[config.mk]
export PLATFORM = sky130hd
export DESIGN_NAME = sha1_message_digest
export DESIGN_NICKNAME = d
export VERILOG_FILES = /design/src/hdl/sha1md_pkg.sv /design/src/hdl/sha1md_round.sv /design/src/hdl/sha1_message_digest.sv
export SDC_FILE = /design/constraint.sdc
export NUM_CORES = 2
export LEC_CHECK = 0
export ABC_AREA = 1
export BUFFER_PORTS_ARGS = -buffer_cell sky130_fd_sc_hd__buf_2
export CAP_MARGIN = 10
export CORE_AREA = 4 4 463 465
export CTS_CLUSTER_DIAMETER = 150
export CTS_CLUSTER_SIZE = 16
export DETAILED_ROUTE_END_ITERATION = 12
export DIE_AREA = 0 0 467 469
export GPL_ROUTABILITY_DRIVEN = 1
export HOLD_SLACK_MARGIN = 0.03
export PLACE_DENSITY = 0.49
export SLEW_MARGIN = 20
export SYNTH_ARGS = -nofsm -noshare
export SYNTH_HDL_FRONTEND = slang
export SYNTH_SLANG_ARGS = --single-unit
[constraint.sdc]
create_clock -name clk -period 13.9 [get_ports clk]
set_clock_uncertainty 0.15 [all_clocks]
set_input_delay 3.475 -clock clk [delete_from_list [all_inputs] [get_ports clk]]
set_output_delay 3.475 -clock clk [all_outputs]
set_load 0.02 [all_outputs]
[src/hdl/sha1md_pkg.sv]
// shared types and constants of the sha-1 message digest block
`default_nettype none

package sha1md_pkg;

	// a..e working words, also used for the five chaining words h0..h4
	typedef struct packed {
		logic [31:0] a;
		logic [31:0] b;
		logic [31:0] c;
		logic [31:0] d;
		logic [31:0] e;
	} work_t;

	localparam work_t CHAIN_INIT = '{
		a: 32'h67452301,
		b: 32'hEFCDAB89,
		c: 32'h98BADCFE,
		d: 32'h10325476,
		e: 32'hC3D2E1F0
	};

	localparam logic [31:0] K_CH  = 32'h5A827999;
	localparam logic [31:0] K_PAR = 32'h6ED9EBA1;
	localparam logic [31:0] K_MAJ = 32'h8F1BBCDC;
	localparam logic [31:0] K_XOR = 32'hCA62C1D6;

	localparam logic [6:0] ROUND_CH_END  = 7'd20;
	localparam logic [6:0] ROUND_PAR_END = 7'd40;
	localparam logic [6:0] ROUND_MAJ_END = 7'd60;
	localparam logic [6:0] ROUND_LAST    = 7'd79;

	localparam logic [7:0] PAD_BYTE = 8'h80;

endpackage

`default_nettype wire

[src/hdl/sha1md_round.sv]
// one sha-1 compression round, reused for all 80 rounds of a block
`default_nettype none

module sha1md_round (
	input  wire sha1md_pkg::work_t cur,
	input  wire logic [31:0]       w,
	input  wire logic [6:0]        t,
	output sha1md_pkg::work_t      nxt
);

	logic [31:0] f;
	logic [31:0] k;

	always_comb begin
		if (t < sha1md_pkg::ROUND_CH_END) begin
			f = (cur.b & cur.c) | (~cur.b & cur.d);
			k = sha1md_pkg::K_CH;
		end else if (t < sha1md_pkg::ROUND_PAR_END) begin
			f = cur.b ^ cur.c ^ cur.d;
			k = sha1md_pkg::K_PAR;
		end else if (t < sha1md_pkg::ROUND_MAJ_END) begin
			f = (cur.b & cur.c) | (cur.b & cur.d) | (cur.c & cur.d);
			k = sha1md_pkg::K_MAJ;
		end else begin
			f = cur.b ^ cur.c ^ cur.d;
			k = sha1md_pkg::K_XOR;
		end
	end

	always_comb begin
		nxt.a = {cur.a[26:0], cur.a[31:27]} + f + cur.e + k + w;
		nxt.b = cur.a;
		nxt.c = {cur.b[1:0], cur.b[31:2]};
		nxt.d = cur.c;
		nxt.e = cur.d;
	end

endmodule

`default_nettype wire

[src/hdl/sha1_message_digest.sv]
// top level of the sha-1 message digest block
//
//  channel  dir  tdata                      tuser          tlast
//  s_axis   in   [7:0] data_byte            byte_present   last
//  m_axis   out  [159:0] h0 (low) .. h4     -              -
//
// a message byte is taken and shifted into the 512-bit block
// register; the 64th byte of a block starts the compression, which runs
// 80 rounds through one shared round unit, then a finish step folds the
// result into the chaining words.
// after last the pad, zero and length bytes (one or two blocks) are shifted in
// one per cycle outside compression, then the digest is loaded into the output register.
// arst_n clears the sequencer and restores the initial chaining words.
// a waiting digest does not block new bytes; only a second finished digest
// waits in the finish state until the first transfer has gone out.
`default_nettype none

module sha1_message_digest (
	input  wire logic         clk,
	input  wire logic         arst_n,
	input  wire logic         s_axis_tvalid,
	output logic              s_axis_tready,
	input  wire logic [7:0]   s_axis_tdata,   // [7:0] data_byte
	input  wire logic         s_axis_tuser,   // [0] byte_present
	input  wire logic         s_axis_tlast,   // last byte of the message
	output logic              m_axis_tvalid,
	input  wire logic         m_axis_tready,
	output logic [159:0]      m_axis_tdata    // h0, h1, h2, h3, h4 from bit 0 up
);

	localparam logic [5:0] FILL_LAST = 6'd63;
	localparam logic [5:0] LEN_POS   = 6'd56;

	typedef enum logic [1:0] {
		ST_COLLECT,
		ST_ROUND,
		ST_FINISH,
		ST_PAD
	} state_t;

	state_t            state_q;
	logic [5:0]        fill_q;        // bytes in the current block
	logic [60:0]       cnt_q;         // message bytes
	logic [6:0]        round_q;
	logic              pad_first_q;   // next pad byte is the 0x80 marker
	logic              len_ok_q;      // length field fits in this block
	logic              final_q;       // running compression is the last one
	logic              resume_pad_q;  // padding continues after compression
	logic              out_valid_q;
	logic [159:0]      out_data_q;
	logic [511:0]      blk_q;         // block register, word 0 on top
	sha1md_pkg::work_t chain_q;
	sha1md_pkg::work_t work_q;

	logic              in_take;
	logic              push_en;
	logic [7:0]        push_byte;
	logic [7:0]        pad_byte;
	logic              start_comp;
	logic              can_load;
	logic              load_out;
	logic [63:0]       len_bits;
	logic [31:0]       w_cur;
	logic [31:0]       sched_mix;
	logic [31:0]       sched_new;
	sha1md_pkg::work_t round_nxt;
	sha1md_pkg::work_t sums;

	sha1md_round u_round (
		.cur (work_q),
		.w   (w_cur),
		.t   (round_q),
		.nxt (round_nxt)
	);

	// message schedule taps on the shifting window: w[t], w[t+2], w[t+8], w[t+13]
	assign w_cur     = blk_q[511:480];
	assign sched_mix = blk_q[511:480] ^ blk_q[447:416] ^ blk_q[255:224] ^ blk_q[95:64];
	assign sched_new = {sched_mix[30:0], sched_mix[31]};

	assign len_bits = {cnt_q, 3'b000};

	always_comb begin
		if (pad_first_q) begin
			pad_byte = sha1md_pkg::PAD_BYTE;
		end else if (len_ok_q && (fill_q >= LEN_POS)) begin
			// length goes out most significant byte first
			pad_byte = len_bits[{~fill_q[2:0], 3'b000} +: 8];
		end else begin
			pad_byte = 8'h00;
		end
	end

	assign s_axis_tready = (state_q == ST_COLLECT);
	assign in_take       = s_axis_tvalid & s_axis_tready;
	assign push_en       = (in_take & s_axis_tuser) | (state_q == ST_PAD);
	assign push_byte     = (state_q == ST_PAD) ? pad_byte : s_axis_tdata;
	assign start_comp    = push_en & (fill_q == FILL_LAST);
	assign can_load      = ~out_valid_q | m_axis_tready;
	assign load_out      = (state_q == ST_FINISH) & final_q & can_load;

	always_comb begin
		sums.a = chain_q.a + work_q.a;
		sums.b = chain_q.b + work_q.b;
		sums.c = chain_q.c + work_q.c;
		sums.d = chain_q.d + work_q.d;
		sums.e = chain_q.e + work_q.e;
	end

	// sequencer, counters, chaining words and output valid
	always_ff @(posedge clk or negedge arst_n) begin
		if (!arst_n) begin
			state_q      <= ST_COLLECT;
			fill_q       <= '0;
			cnt_q        <= '0;
			round_q      <= '0;
			pad_first_q  <= 1'b0;
			len_ok_q     <= 1'b0;
			final_q      <= 1'b0;
			resume_pad_q <= 1'b0;
			out_valid_q  <= 1'b0;
			chain_q      <= sha1md_pkg::CHAIN_INIT;
		end else begin
			if (push_en) begin
				fill_q <= fill_q + 6'd1;
			end
			if (load_out) begin
				out_valid_q <= 1'b1;
			end else if (m_axis_tready) begin
				out_valid_q <= 1'b0;
			end
			case (state_q)
				ST_COLLECT: begin
					if (in_take) begin
						if (s_axis_tuser) begin
							cnt_q <= cnt_q + 61'd1;
						end
						if (s_axis_tlast) begin
							pad_first_q <= 1'b1;
							len_ok_q    <= 1'b0;
						end
						if (start_comp) begin
							final_q      <= 1'b0;
							resume_pad_q <= s_axis_tlast;
							state_q      <= ST_ROUND;
						end else if (s_axis_tlast) begin
							state_q <= ST_PAD;
						end
					end
				end
				ST_PAD: begin
					pad_first_q <= 1'b0;
					if (start_comp) begin
						final_q      <= len_ok_q & ~pad_first_q;
						resume_pad_q <= 1'b1;
						len_ok_q     <= 1'b1;
						state_q      <= ST_ROUND;
					end else if (pad_first_q) begin
						len_ok_q <= (fill_q < LEN_POS);
					end
				end
				ST_ROUND: begin
					if (round_q == sha1md_pkg::ROUND_LAST) begin
						round_q <= '0;
						state_q <= ST_FINISH;
					end else begin
						round_q <= round_q + 7'd1;
					end
				end
				ST_FINISH: begin
					if (!final_q) begin
						chain_q <= sums;
						state_q <= resume_pad_q ? ST_PAD : ST_COLLECT;
					end else if (can_load) begin
						chain_q <= sha1md_pkg::CHAIN_INIT;
						cnt_q   <= '0;
						state_q <= ST_COLLECT;
					end
				end
				default: begin
					state_q <= ST_COLLECT;
				end
			endcase
		end
	end

	// block register, working words and digest register
	always_ff @(posedge clk) begin
		if (push_en) begin
			blk_q <= {blk_q[503:0], push_byte};
		end else if (state_q == ST_ROUND) begin
			blk_q <= {blk_q[479:0], sched_new};
		end
		if (start_comp) begin
			work_q <= chain_q;
		end else if (state_q == ST_ROUND) begin
			work_q <= round_nxt;
		end
		if (load_out) begin
			out_data_q <= {sums.e, sums.d, sums.c, sums.b, sums.a};
		end
	end

	assign m_axis_tvalid = out_valid_q;
	assign m_axis_tdata  = out_data_q;

endmodule

`default_nettype wire

==> summary.txt <==
Clocking
  – CTS tree: done
  – Post-CTS Setup Bufs: 0
  – Root Driver: clkbuf_16
  – Htree depth: 3
  – Worst-Skew Late Latency: 0.73 ns
  – CTS Buf Count: roughly 80
  – Clock sinks: about 1100
  – # hold bufs at CTS: 0
  – PostCTS Resize Cnt: 0
  – Clock-pin slew on the worst setup and hold paths: approximately 0.080 ns
  – Max Buffers Root-to-Sink: 3

Critical path
  – Worst r2r dst: work_q[159]
  – CP endpoint kind: flop
  – Worst EP arrival: 6.96 ns
  – WP data required: 14.18 ns
  – Worst-path fanout max: ~190
  – Reg2Reg Depth: 21
  – CP max stage cell: inv_8
  – Crit-path cells: buf_2 -> nand3_2 -> nand2_8 -> inv_8 -> buf_6 -> buf_4 -> o21ai_0
  – Startpoint class of the critical path: primary input
  – Setup CP Type: in2reg
  – Reg2reg start: round_q[5]
  – R2R setup slack: 8.03 ns
  – Worst path max stage delay: 0.82 ns
  – Delay-heaviest family, CP: buffers and inverters
  – Crit path buf inv count: 4

Global routing
  – First-pass GRT wire length: just over 300000 um
  – Initial antenna violation count: 7
  – Vias in the first global route: roughly 48000
  – Largest net degree at the start of global routing: 188
  – Global Route Usage Sum: 18.3%
  – Total grt overflow: 0

Worst hold path
  – Hold Path Depth: 2
  – Hold Path Origin: resume_pad_q
  – Hold EP: resume_pad_q
  – Hold/Removal Path Class: reg2reg

Route
  – Total Wirelength: around 210000 um
  – Routed Antenna Nets: 0
  – Post-DR vias/cell: roughly 4.8
  – # DRC: 0
  – DR vias: about 50000
  – First drt pass iteration count: 6
  – Initial DRC Count: ~4500
  – Drt wl/cell: 19.8 um

Floorplan
  – I/O pin cnt: between 150 and 200
  – Die ar.: 219000 um2
  – Cell Rows: 168
  – Die X: 467 um
  – Starting Density: 29.9%
  – Core area: 210000 um2
  – Die height: roughly 470 um

STA
  – Worst-Margin Slew: 1.10 ns
  – Slew headroom: around a quarter
  – Tcrit/Tclk final: 48.0%
  – Shortest period the worst path allows: between 6 and 7 ns
  – Final setup viols: 0
  – Final Hold Viols: 0
  – RSZ-0062 raised after global routing: no
  – Setup TNS: 0 ns
  – Max-slew violations: 0
  – Fmax: 0.150 GHz

Yosys
  – Part of the Yosys area used for sequential elements: 49.6%
  – Asr flop ratio synth: 22.5%
  – Synth Flop Type: edfxtp_1
  – Net Count, Synth: between 7000 and 8000
  – Synth unique cells: 59
  – Mean area per synthesized cell: 8.44 um2
  – Number of flops mapped to enable cells by yosys: 832
  – Post-Syn Area: 62800 um2
  – Synth warn: 0
  – Mapped Cells: 7438
  – FF+latch count, synth: 1073

Layout
  – Area growth syn-to-layout: 9.64%
  – Fillers: 22251
  – Register area: approximately 31000 um2
  – Nets: ~7800
  – Multi-input gate area: 27400 um2
  – Layout Cells excl Fill: 10364
  – Share of layout cells above drive strength 1: between 5 and 6%

Run status
  – Outcome: complete, no violations

Placement
  – Hpwl dp: ~150000 um
  – Final GP Congestion: ~0.94
  – I/O Buffers: 175
  – Cell total after placement: 10227

Job
  – Max-cap violations: 0
==> cell families (layout without fill, tap and decap cells) <==
kind of cell | Yosys count | count (layout) | share of synthesized area (%)
compound gates | 969 | 969 | 8.41
xor+xnor | 198 | 198 | 2.76
fa+ha+maj | 322 | 322 | 7.82
buf+inv | 1113 | 1233 | 6.92
flops | 1073 | 1073 | 49.6
other cells | 0 | 1 | 0
simple gates | 3763 | 3763 | 24.5
==> synth_stat cells, types with 8 or more instances <==
cell type     n  share of area (%)
o22ai_1       8              0.080
or2_2        19               0.19
dfstp_2      80                3.3
a22oi_1      17               0.20
o21ai_0     502                4.0
nor2_1      475                2.8
xnor2_1     132                1.8
dfrtp_1     161                6.4
inv_1       877                5.2
o21ai_1       8              0.064
buf_2       110               0.88
nor3_1       77               0.61
clkbuf_1    102               0.61
ha_1        205                4.1
o21bai_1     24               0.29
nand3b_1     36               0.43
xor2_1       66               0.92
nand2_1    2632                 16
and2_1       86               0.86
edfxtp_1    832                 40
buf_1         8              0.048
fa_1        117                3.7
nand3_1     311                2.5
a221oi_1     17               0.24
o21a_1       11               0.13
a21oi_1     303                2.4
nand4_1      91               0.91
o211ai_1     21               0.25
a211oi_1     26               0.31
==> worst max-delay path by stage <==
stage | startpoint | depth (start not counted) | end | slack (ns)
finish | s_axis_tvalid | 7 | blk_q[237] | 7.23
global route | s_axis_tvalid | 7 | blk_q[253] | 6.88
CTS | s_axis_tvalid | 7 | blk_q[237] | 6.92
detailed placement | s_axis_tvalid | 7 | blk_q[493] | 6.12
global placement | s_axis_tvalid | 7 | blk_q[245] | 6.13
floorplan | s_axis_tuser | 2 | blk_q[0] | 3.40
==> sequential cells by signal (all words and copies together), names as in the netlist, 2 cells and up <==
register      cells
blk_q           512
chain_q         160
m_axis_tdata    160
work_q          160
cnt_q            61
round_q           7
fill_q            6
state_q           2
==> worst reg2reg max path, stage by stage, from the launching register on <==
cell,delay [ns]
dfrtp_1,0.49
inv_1,0.07
nor2_1,0.43
nand3_1,0.22
nand2_2,0.39
inv_1,0.56
a221oi_1,0.82
fa_1,0.56
inv_1,0.08
ha_1,0.19
inv_1,0.08
fa_1,0.42
inv_1,0.11
nand2_1,0.06
nand3_1,0.17
nand2_1,0.08
nand2_1,0.20
a21oi_1,0.17
inv_1,0.08
nand2_1,0.05
nand3_1,0.17
nand2_1,0.07
==> routing by layer <==
layer | routed length, um | global-route usage [%] | vias up | share of wire [%]
li1 | - | - | 24349 | -
met4 | 7280 | 5.93 | 4 | 3.5
met2 | 95700 | 30.3 | 1161 | 47
met1 | 93300 | 25.0 | 23891 | 45
met5 | 21 | 0 | - | 0.010
met3 | 8980 | 2.18 | 257 | 4.4
==> cell usage in the layout (no fill, tap or decap), drive strengths merged, types with 4 or more instances in the layout <==
| cell | n |
|---|---|
| o221ai | 7 |
| xor2 | 66 |
| edfxtp | 832 |
| or2 | 19 |
| clkbuf | 129 |
| a21o | 4 |
| clkinv | 5 |
| dfstp | 80 |
| o22ai | 8 |
| fa | 117 |
| nor2 | 482 |
| inv | 887 |
| o21a | 11 |
| xnor2 | 132 |
| o31ai | 7 |
| nand3b | 36 |
| nand3 | 314 |
| o21bai | 24 |
| a21oi | 303 |
| and2 | 86 |
| a221oi | 17 |
| a211oi | 26 |
| o21ai | 510 |
| o211ai | 21 |
| nand4 | 91 |
| ha | 205 |
| nor3 | 82 |
| a22oi | 17 |
| nand2 | 2639 |
| buf | 211 |
| nor4 | 8 |
| dfrtp | 161 |
==> final cells by class <==
class / instances / area share (%)
Sequential cell: 1073 / 45.2
Multi-Input combinational cell: 5252 / 39.8
Tap cell: 2805 / 5.10
Inverter: 886 / 4.85
Clock buffer: 129 / 3.15
Timing Repair Buffer: 211 / 1.75
Clock inverter: 7 / 0.158
Antenna cell: 1 / 0.00364
==> metrics by stage <==
| stage | area [um2] | hold slack (ns) | worst slack [ns] | util, % |
|---|---|---|---|---|
| after floorplan | 62800 | 0.303 | 3.40 | - |
| after global placement | 66500 | 0.325 | 6.13 | 31.7 |
| after detailed placement | 66500 | 0.335 | 6.12 | 31.7 |
| after CTS | 68800 | 0.356 | 6.92 | 32.8 |
| after global routing | 68800 | 0.367 | 6.88 | 32.8 |
| final | 68800 | 0.352 | 7.23 | 32.8 |
Power is left out: the tool's default activity adds up to more than one toggle a clock period on the data nets, which glitch-free logic cannot reach.
